[src/hdl/sga_pkg.sv]
// ----------------------------------------------------------------------------
// sga_pkg
// Shared constants, request/response types and helpers for the static
// gravity alignment block.
// ----------------------------------------------------------------------------
`default_nettype none

package sga_pkg;

  localparam int unsigned MAX_SAMPLES = 4096;
  localparam int unsigned MIN_SAMPLES = 10;

  localparam int CNT_W  = 13;
  localparam int SUM_W  = 29;
  localparam int SQS_W  = 45;
  localparam int ABS_W  = 28;
  localparam int S2_W   = 56;
  localparam int LHS_W  = 58;
  localparam int MUL_W  = 32;
  localparam int PROD_W = 64;
  localparam int DIV_DW = 48;
  localparam int DIV_VW = 32;
  localparam int RAD_W  = 64;
  localparam int ROOT_W = 32;

  localparam logic [1:0] STATUS_OK     = 2'd0;
  localparam logic [1:0] STATUS_FEW    = 2'd1;
  localparam logic [1:0] STATUS_MOVING = 2'd2;

  localparam logic CFG_SAMPLE_LIMIT   = 1'b0;
  localparam logic CFG_VARIANCE_LIMIT = 1'b1;

  localparam logic signed [15:0] ONE_Q14    = 16'sd16384;
  localparam logic signed [15:0] ALIGN_MIN  = 16'sd16383;
  localparam logic signed [15:0] OPPOSE_MAX = -16'sd16383;
  localparam logic [15:0]        TILT_MAX   = 16'd14745;

  typedef struct packed {
    logic              start;
    logic [DIV_DW-1:0] dividend;
    logic [DIV_VW-1:0] divisor;
  } div_req_t;

  typedef struct packed {
    logic              done;
    logic [DIV_DW-1:0] quotient;
  } div_rsp_t;

  typedef struct packed {
    logic             start;
    logic [RAD_W-1:0] radicand;
  } sqrt_req_t;

  typedef struct packed {
    logic              done;
    logic [ROOT_W-1:0] root;
  } sqrt_rsp_t;

  function automatic logic signed [15:0] clamp_q14(input logic signed [31:0] v);
    logic signed [15:0] r;
    if (v > 32'sd16384) begin
      r = ONE_Q14;
    end else if (v < -32'sd16384) begin
      r = -ONE_Q14;
    end else begin
      r = v[15:0];
    end
    return r;
  endfunction

endpackage

`default_nettype wire

[src/hdl/sga_div.sv]
// ----------------------------------------------------------------------------
// sga_div
// Restoring unsigned divider, one quotient bit per cycle.
// ----------------------------------------------------------------------------
`default_nettype none

module sga_div import sga_pkg::*; (
  input  wire           clk,
  input  wire           rst,
  input  wire div_req_t req,
  output div_rsp_t      rsp
);

  localparam int CW = $clog2(DIV_DW);

  logic              run;
  logic              done;
  logic [CW-1:0]     cnt;
  logic [DIV_VW-1:0] rem;
  logic [DIV_VW-1:0] dv;
  logic [DIV_DW-1:0] quo;
  logic [DIV_VW:0]   rem_sh;
  logic [DIV_VW:0]   diff;
  logic              fits;

  always_comb begin
    rem_sh = {rem, quo[DIV_DW-1]};
    diff   = rem_sh - {1'b0, dv};
    fits   = rem_sh >= {1'b0, dv};
  end

  always_ff @(posedge clk) begin
    if (rst) begin
      run  <= 1'b0;
      done <= 1'b0;
    end else begin
      done <= 1'b0;
      if (req.start) begin
        run <= 1'b1;
        cnt <= CW'(DIV_DW - 1);
        quo <= req.dividend;
        rem <= '0;
        dv  <= req.divisor;
      end else if (run) begin
        quo <= {quo[DIV_DW-2:0], fits};
        rem <= fits ? diff[DIV_VW-1:0] : rem_sh[DIV_VW-1:0];
        if (cnt == '0) begin
          run  <= 1'b0;
          done <= 1'b1;
        end else begin
          cnt <= cnt - 1'b1;
        end
      end
    end
  end

  assign rsp.done     = done;
  assign rsp.quotient = quo;

endmodule

`default_nettype wire

[config.mk]
export PLATFORM = sky130hd
export DESIGN_NAME = sga_div
export DESIGN_NICKNAME = d
export VERILOG_FILES = /design/src/hdl/sga_pkg.sv /design/src/hdl/sga_div.sv
export SDC_FILE = /design/constraint.sdc
export NUM_CORES = 1
export LEC_CHECK = 0
export BUFFER_PORTS_ARGS = -buffer_cell sky130_fd_sc_hd__buf_2
export CAP_MARGIN = 20
export CORE_ASPECT_RATIO = 0.9
export CORE_MARGIN = 5
export CORE_UTILIZATION = 41
export DETAILED_ROUTE_END_ITERATION = 8
export GPL_TIMING_DRIVEN = 0
export PLACE_DENSITY = 0.71
export SLEW_MARGIN = 20
export SYNTH_ARGS = -nofsm -noshare
export SYNTH_HDL_FRONTEND = slang
export SYNTH_SLANG_ARGS = --single-unit
[constraint.sdc]
create_clock -name clk -period 5.5 [get_ports clk]
set_input_delay 0.55 -clock clk [delete_from_list [all_inputs] [get_ports clk]]
set_output_delay 0.55 -clock clk [all_outputs]
set_load 0.02 [all_outputs]
==> impl_metrics.tcl, run 1 <==
set metrics [dict create \
    status "complete, no violations" \
    drtAntennaViolNets 0 \
    final_layout_size_suffix_gt1_share_pct 31.51 \
    ctsHtreeMaxLevel 4 \
    die_area_um2 19180 \
    cts_root_buf "clkbuf_16" \
    post_cts_buffers 0 \
    powerDensity_nw_per_um2 353.5 \
    dp_hpwl_um 12310 \
    synth_top_area_share_pct 52.37 \
    path_clk_slew_ns 0.06 \
    p_leak_uw 0.003488 \
    grt_util_all_layers_pct 17.28 \
    synthMuxAreaShare_pct 7.988 \
    initial_utilization_pct 41.81 \
    crit_fanout 10 \
    port_buffers 130 \
    synth_area_um2 6766 \
    placementRows 44 \
    grt_first_pass_wirelength_um 26820 \
    synthTopCellsByArea "edfxtp_1 (52%), mux2_2 (8.0%), ha_1 (6.3%)" \
    ctsLongestPathBuffers 2 \
    max_freq_ghz 0.3161 \
    worstHoldPathCells 1 \
    num-nets-final 873 \
    setup-violations-final 0 \
    skew_ns 0.006524 \
    utilization_pct 52.29 \
    first_global_vias 5279 \
    ys.flop_type "edfxtp_1" \
    gr-total-overflow 0 \
    tightest_slew_ns 0.9951 \
    finalWorstSetupSlack_ns 2.337 \
    yosysWarnings 0 \
    pre_cts_slack_ns 2.379 \
    cp_data_arrival_time_ns 3.40 \
    yosys.area_share.simple_pct 11.65 \
    dr.pass1.iters 5 \
    max_cap_viol_count 0 \
    post_cts_resized 0 \
    rsz0062_at_grt "false" \
    routed_wl_um 16650 \
    ys_seq_area_share_pct 52.96 \
    synth_nets 719 \
    dieWidth_um 145.4 \
    nFillCells 1446 \
    slew_viol_final 0 \
    clkLatencyLatePin_ns 0.42 \
    numCtsBuffers 17 \
    yosys.area.top_type "edfxtp_1" \
    critPathRequiredTime_ns 5.73 \
    place.gp.congestion 0.8903 \
    period_needed_ns 3.163 \
    hold_violations 0 \
    totalPowerFinal_uw 2992 \
    final_cell_mix "buf_2 (139), edfxtp_1 (118), nand2_1 (65)" \
    slew_headroom_pct 33.21 \
    hold_class "in2reg" \
    diodes 0 \
    worstRegToRegCells 11 \
    yosysUniqueCellTypes 60 \
    finalCritPeriodShare_pct 57.51 \
    path_class "reg2reg" \
    cts_tree "done" \
    ys_seq_elements 120 \
    viasPerCell 5.285 \
    reg2reg_from "rem[22]$_SDFFCE_PP0P_" \
    synth_adder_area_share_pct 6.583 \
    antenna_found_initial 0 \
    grt_max_degree 23 \
    worstSetupEndpointType "register" \
    synth_compound_area_share_pct 13.09 \
    wl_per_cell_um 17.08 \
    r2r_slack_ns 2.34 \
    critPathLaunchType "register" \
    coreArea_um2 16190 \
    avgSynthCellArea_um2 11.26 \
    num_io_pins 132 \
    synth_top_family_by_area "compound AO/OA/AOI/OAI gates" \
    syn_to_final_growth_pct 25.07 \
    drc_errors 0 \
    ctsHoldBuffers 0 \
    async_flop_share_pct 0 \
    synth-edff-count 118 \
    drt-initial-drc-count 309 \
    cts_num_sinks 120 \
    worstReg2RegEnd "rem[29]$_SDFFCE_PP0P_" \
    layout_commonest_cell "buf_2" \
    hp-start "req[14]" \
    dr_total_vias 5153 \
    synth_xor_area_share_pct 3.107 \
    holdPathEnd "dv[14]$_DFFE_PP_" \
    syn_inst 601 \
    vdd_drop_max_mv 0.2125 \
    fp.dieH_um 131.9 \
]
[synth_stat cells, types with 3 or more instances]
master and n:
edfxtp_1 118, nand2_1 65, a21oi_1 48, mux2_2 48, inv_1 42, nor2_1 36, ha_1 34, o21ai_0 18
nand3_1 17, xnor2_1 15, clkbuf_1 13, a211oi_1 12, a21o_1 11, nand4_1 11, buf_2 9, xor2_1 9
a31oi_1 7, nand2b_1 7, buf_4 5, nor3_1 5, o211ai_1 5, o21bai_1 5, or3_1 5, and2_1 4
and3_1 3, nor2b_1 3, o21a_1 3
[worst max-delay path by stage]
stage,cells after the start,slack (ns),to,startpoint
6_report,11,2.34,rem[29]$_SDFFCE_PP0P_,rem[22]$_SDFFCE_PP0P_
5_1_grt,11,2.09,rem[27]$_SDFFCE_PP0P_,rem[22]$_SDFFCE_PP0P_
4_1_cts,11,2.36,rem[8]$_SDFFCE_PP0P_,rem[22]$_SDFFCE_PP0P_
3_5_place_dp,11,2.38,rem[8]$_SDFFCE_PP0P_,rem[22]$_SDFFCE_PP0P_
3_3_place_gp,4,-1.72,rem[6]$_SDFFCE_PP0P_,req[80]
2_1_floorplan,4,0.38,quo[0]$_DFFE_PP_,req[80]
[registers in the layout (all words and copies together), names as in the netlist]
signal and count:
dv 32, cnt 6, done 1, run 1, rem 32, quo 48
[worst max-delay path: stages (launching register included)]
cell and delay (ns):
edfxtp_1 0.39, ha_1 0.29, clkbuf_1 0.33, nand4_1 0.25
nor4_2 0.26, a211oi_1 0.12, o21bai_1 0.16, a211oi_1 0.12
nand2_1 0.15, clkbuf_1 0.54, nor2_1 0.10, a211oi_1 0.26
[cells by family after synthesis]
family                     after synthesis
muxes                                   48
and+or+nand+nor                        167
DFF                                    120
adders and majority gates               35
buffers and inverters                   73
xor gates and xnor gates                24
AOI/OAI and AO/OA                      134
[power breakdown]
| group | total [uW] | leakage (uW) | switching [uW] | internal, uW |
|---|---|---|---|---|
| clock | 1200 | 0.000305 | 404 | 798 |
| sequential | 1130 | 0.00114 | 32.6 | 1100 |
| combinational | 657 | 0.00204 | 386 | 271 |
| total | 2990 | 0.00349 | 822 | 2170 |
[layer usage]
layer	global-route usage (%)	vias up	share of wire [%]
li1	-	2521	-
met1	22.52	2477	45
met2	28.71	136	49
met3	3.816	19	4.6
met4	5.699	0	1.4
met5	0	-	0
[layout make-up]
class	count	area [um2]	share of cell area, %
sequential	120	3583	42.34
multi-input combinational	408	2885	34.09
timing repair buffer	135	788.3	9.314
clock buffer	18	429.2	5.071
tap	207	259.0	3.060
clock inverter	14	205.2	2.425
inverter	43	161.4	1.907
buffer	30	151.4	1.789
[stage by stage]
step	instance area (um2)	setup TNS [ns]	std cells	hold WS (ns)
global placement	7676	-137.32	938	0.4760
finish	8463	0	975	0.3050
CTS	8463	0	975	0.2941
floorplan	6766	0	601	0.4660
global route	8463	0	975	0.2901
detailed placement	7829	0	943	0.4859
Note: power is estimated with default switching activity, not from simulation.
==> inputs of run 2 (changes only) <==
==> constraint.sdc (replaced) <==
create_clock -name clk -period 3.1 [get_ports clk]
set_input_delay 0.31 -clock clk [delete_from_list [all_inputs] [get_ports clk]]
set_output_delay 0.31 -clock clk [all_outputs]
set_load 0.02 [all_outputs]
==> impl_metrics.tcl, run 2 (same netlist as run 1, synthesis figures left out) <==
set metrics [dict create \
    first_global_vias 4968 \
    crit_buf_inv 1 \
    ctsLongestPathBuffers 2 \
    num_io_pins 132 \
    period_needed_ns 2.967 \
    port_buffers 130 \
    regMostFlops "quo" \
    critPathLaunchType "register" \
    powerDensity_nw_per_um2 608.4 \
    ctsHoldBuffers 0 \
    r2r_slack_ns 0.13 \
    grt_first_pass_wirelength_um 25640 \
    cts_num_sinks 120 \
    slew_viol_final 0 \
    worstSetupEndpointType "register" \
    drtAntennaViolNets 0 \
    gr-total-overflow 0 \
    worstReg2RegEnd "rem[22]$_SDFFCE_PP0P_" \
    max_stage_delay_ns 0.46 \
    ctsHtreeMaxLevel 4 \
    net-switching-power_uw 1423 \
    largest_reg_flops 48 \
    fp.dieH_um 131.9 \
    place.gp.congestion 0.8877 \
    slowest_stage "nor4_2" \
    top_regs "quo x48, dv x32, rem x32" \
    crit_cells 11 \
    routed_wl_um 16390 \
    p_leak_uw 0.003461 \
    finalCritPeriodShare_pct 95.70 \
    clkLatencyLatePin_ns 0.41 \
    grt_max_degree 24 \
    max_cap_viol_count 0 \
    grt_util_all_layers_pct 16.65 \
    cts_tree "done" \
    hold_violations 0 \
    placed_area_um2 7801 \
    num-nets-final 871 \
    p_int_uw 3682 \
    worstRegToRegCells 11 \
    numCtsBuffers 17 \
    dp_hpwl_um 12130 \
    wl_per_cell_um 16.83 \
    coreArea_um2 16190 \
    viasPerCell 5.297 \
    drt-initial-drc-count 347 \
    reg2reg_from "quo[47]$_DFFE_PP_" \
    die_area_um2 19180 \
    cts_root_buf "clkbuf_16" \
    seq_power_share_pct 39.4 \
    sw_frac_of_total_pct 27.87 \
    status "complete, no violations" \
    worstPathCellList "inv_1 -> ha_1 -> fa_1 -> nand2b_1 -> a21oi_1 -> nor4_2 -> nor4_2 -> or3_1 -> a311o_1 -> nand3_1 -> a21oi_1" \
    dr.pass1.iters 5 \
    drc_errors 0 \
    holdPathEnd "dv[12]$_DFFE_PP_" \
    power_frac_comb_pct 22.7 \
    setup-violations-final 0 \
    initial_utilization_pct 41.81 \
    max_freq_ghz 0.3371 \
    critPathRequiredTime_ns 3.24 \
    skew_ns 0.007105 \
    worstHoldPathCells 1 \
    path_clk_slew_ns 0.05 \
    hold_class "in2reg" \
    clock_power_share_pct 37.9 \
    layout_commonest_cell "buf_2" \
    dr_total_vias 5159 \
    final_layout_size_suffix_gt1_share_pct 31.85 \
    dieWidth_um 145.4 \
    rsz0062_at_grt "false" \
    cpLargestDelayFamily "simple AND/OR/NAND/NOR gates" \
    hp-start "req[12]" \
    crit_fanout 3 \
    placementRows 44 \
    path_class "reg2reg" \
    pre_cts_slack_ns -0.07568 \
    final_area_um2 8391 \
    syn_to_final_growth_pct 24.00 \
    antenna_found_initial 1 \
    vdd_drop_max_mv 0.5185 \
    cp_data_arrival_time_ns 3.11 \
    final_cell_mix "buf_2 (140), edfxtp_1 (118), nand2_1 (65)" \
    slew_headroom_pct 31.49 \
    finalWorstSetupSlack_ns 0.1334 \
    tightest_slew_ns 1.021 \
]
==> run 2: cell types whose count changed in the layout (fill, tap and decap cells not counted), sizes merged <==
cell      change
clkinvlp      -1
bufinv        -2
clkbuf        +1
diode         +1
==> run 2: cell type report <==
class | instances | area, um2
multi-input combinational | 408 | 2902
buffer | 29 | 151.4
antenna | 1 | 2.502
timing repair buffer | 134 | 760.7
fill | 1506 | 7795
inverter | 43 | 161.4
tap | 207 | 259.0
clock buffer | 21 | 440.4
clock inverter | 11 | 130.1
sequential | 120 | 3583
==> run 2: worst reg2reg max path, delay by kind of cell (launching register included) <==
family,cells,cell delay (ns)
compound gates,3,0.54
flops,1,0.45
simple gates,5,1.26
buf+inv,1,0.09
fa+ha+maj,2,0.37
==> run 2: metrics by stage <==
step	instances	setup TNS (ns)	utilization, %	total power (uW)	hold WS [ns]
final	974	0	51.84	5105	0.07267
after global routing	974	0	51.84	5342	0.04975
after CTS	974	0	51.74	5124	0.05529
after detailed placement	942	-0.4129	48.20	3180	0.4800
after global placement	938	-81.73	47.47	3150	0.4764
after floorplan	601	0	-	2859	0.3880
==> run 2: how the worst max path moves through the flow <==
stage / startpoint / end
2_1_floorplan: req[80] / dv[0]$_DFFE_PP_
3_3_place_gp: req[80] / dv[9]$_DFFE_PP_
3_5_place_dp: rem[22]$_SDFFCE_PP0P_ / rem[7]$_SDFFCE_PP0P_
4_1_cts: rem[22]$_SDFFCE_PP0P_ / rem[19]$_SDFFCE_PP0P_
5_1_grt: quo[47]$_DFFE_PP_ / rem[30]$_SDFFCE_PP0P_
6_report: quo[47]$_DFFE_PP_ / rem[22]$_SDFFCE_PP0P_
==> run 2: timing repair <==
action	in CTS	in global routing
resized for setup	2	7
cloned	0	0
pin swaps	0	0
setup buffers	0	0
setup endpoints to repair	12	33
==> run 2: metal layers <==
| metal | vias to the layer above | GRT usage [%] | share of wire, % |
|---|---|---|---|
| li1 | 2522 | - | - |
| met1 | 2474 | 22.20 | 46 |
| met2 | 137 | 26.61 | 48 |
| met3 | 26 | 3.747 | 4.2 |
| met4 | 0 | 6.373 | 1.8 |
| met5 | - | 0 | 0 |
==> run 2: power by group through the flow <==
stage	combinational (uW)	clock (uW)	sequential (uW)
global route	1270	2040	2020
floorplan	776	0	2080
detailed placement	1140	0	2040
global placement	1110	0	2040
finish	1160	1930	2010
CTS	1150	1970	2010
==> inputs of run 3 (changes only) <==
==> constraint.sdc (replaced) <==
create_clock -name clk -period 3.7 [get_ports clk]
set_input_delay 0.37 -clock clk [delete_from_list [all_inputs] [get_ports clk]]
set_output_delay 0.37 -clock clk [all_outputs]
set_load 0.02 [all_outputs]
==> impl_metrics.tcl, run 3 (same netlist as run 1, synthesis figures left out) <==
set metrics [dict create \
    nFillCells 1441 \
    initial_utilization_pct 41.81 \
    critPathRequiredTime_ns 3.96 \
    reg2reg_from "rem[22]$_SDFFCE_PP0P_" \
    fp.dieH_um 131.9 \
    path_clk_slew_ns 0.06 \
    period_needed_ns 3.137 \
    worstSetupEndpointType "register" \
    ff_latch_area_um2 3583 \
    r2r_slack_ns 0.56 \
    dieWidth_um 145.4 \
    placementRows 44 \
    diodes 0 \
    syn_to_final_growth_pct 24.80 \
    dr_total_vias 5209 \
    placed_area_um2 7786 \
    viasPerCell 5.348 \
    max_stage_delay_ns 0.53 \
    ctsHtreeMaxLevel 4 \
    cts_num_sinks 120 \
    worstRegToRegCells 11 \
    drt-initial-drc-count 293 \
    slowest_stage "clkbuf_1" \
    layout_commonest_cell "buf_2" \
    totalPowerFinal_uw 4518 \
    port_buffers 130 \
    vdd_drop_max_mv 0.4667 \
    worstReg2RegEnd "rem[7]$_SDFFCE_PP0P_" \
    cp_data_arrival_time_ns 3.40 \
    final_layout_size_suffix_gt1_share_pct 31.42 \
    regMostFlops "quo" \
    largest_reg_flops 48 \
    max_freq_ghz 0.3188 \
    cts_tree "done" \
    grt_max_degree 28 \
    gr-total-overflow 0 \
    ctsLongestPathBuffers 2 \
    num_io_pins 132 \
    place_inst 942 \
    multi_input_area_um2 2885 \
    first_global_vias 5110 \
    max_cap_viol_count 0 \
    grt_util_all_layers_pct 17.25 \
    worstHoldPathCells 1 \
    powerDensity_nw_per_um2 535.1 \
    antenna_found_initial 0 \
    p_leak_uw 0.003475 \
    worstPathCellList "ha_1 -> clkbuf_1 -> nand4_1 -> nor4_2 -> a211oi_1 -> o21bai_1 -> a211oi_1 -> nand2_1 -> clkbuf_1 -> o211ai_1 -> a21oi_1" \
    die_area_um2 19180 \
    setup.worst_path.start "rem[22]$_SDFFCE_PP0P_" \
    path_class "reg2reg" \
    fin_cells 974 \
    clkLatencyLatePin_ns 0.42 \
    ctsHoldBuffers 0 \
    rsz0062_at_grt "false" \
    hold_class "in2reg" \
    critPathLaunchType "register" \
    setup-violations-final 0 \
    slew_headroom_pct 29.62 \
    post_cts_resized 0 \
    post_cts_buffers 0 \
    skew_ns 0.008201 \
    hp-start "req[14]" \
    num-nets-final 872 \
    drtAntennaViolNets 0 \
    top_regs "quo x48, dv x32, rem x32" \
    slew_viol_final 0 \
    wl_per_cell_um 17.14 \
    status "complete, no violations" \
    final_cell_mix "buf_2 (139), edfxtp_1 (118), nand2_1 (65)" \
    tightest_slew_ns 1.049 \
    numCtsBuffers 17 \
    drc_errors 0 \
    hold_violations 0 \
    place.gp.congestion 0.8875 \
    holdPathEnd "dv[14]$_DFFE_PP_" \
    dp_hpwl_um 12340 \
    crit_fanout 10 \
    coreArea_um2 16190 \
    holdWs_ns 0.1259 \
    final_area_um2 8444 \
    routed_wl_um 16700 \
    finalCritPeriodShare_pct 84.78 \
    grt_first_pass_wirelength_um 26550 \
    cts_root_buf "clkbuf_16" \
    dr.pass1.iters 5 \
]
-- run 3: worst max-delay path by stage --
stage,to,depth (start not counted)
2_1_floorplan,quo[0]$_DFFE_PP_,4
3_3_place_gp,rem[8]$_SDFFCE_PP0P_,4
3_5_place_dp,rem[8]$_SDFFCE_PP0P_,11
4_1_cts,rem[7]$_SDFFCE_PP0P_,11
5_1_grt,rem[8]$_SDFFCE_PP0P_,11
6_report,rem[7]$_SDFFCE_PP0P_,11
-- run 3: per-layer routing --
metal / wire [um] / vias to the layer above / track usage [%]
met3: 774 / 30 / 3.781
met1: 7333 / 2519 / 22.37
met2: 8257 / 137 / 28.92
li1: - / 2523 / -
met5: 0 / - / 0
met4: 333 / 0 / 5.492
-- run 3: critical path, delay by kind of cell (launching register included) --
family | cells | cell delay (ns)
buffers and inverters | 2 | 0.85
AO/OA/AOI/OAI | 5 | 0.79
AND/OR/NAND/NOR | 3 | 0.66
flip-flops | 1 | 0.39
adder cells (fa/ha/maj) | 1 | 0.29
-- run 3: report_power, final --
part,switching (uW),total (uW),internal [uW],leakage (uW)
logic,569,966,397,0.00202
clock network,608,1870,1260,0.000311
registers,49.7,1690,1640,0.00114
-- run 3: stage by stage --
| step | setup WS, ns | setup TNS, ns | util [%] |
|---|---|---|---|
| floorplan | 0.1009 | 0 | - |
| global placement | -1.322 | -123.29 | 47.44 |
| detailed placement | 0.5919 | 0 | 48.11 |
| CTS | 0.5757 | 0 | 52.17 |
| global route | 0.2915 | 0 | 52.17 |
| finish | 0.5630 | 0 | 52.17 |
-- run 3: area by class of cell --
type | instances | share of cell area [%]
well taps | 207 | 3.067
plain buffers | 30 | 1.793
multi-input cells | 408 | 34.17
clock buffers | 19 | 5.127
clock inverters | 13 | 2.667
repair buffers | 134 | 8.831
flip-flops and latches | 120 | 42.44
inverters | 43 | 1.911
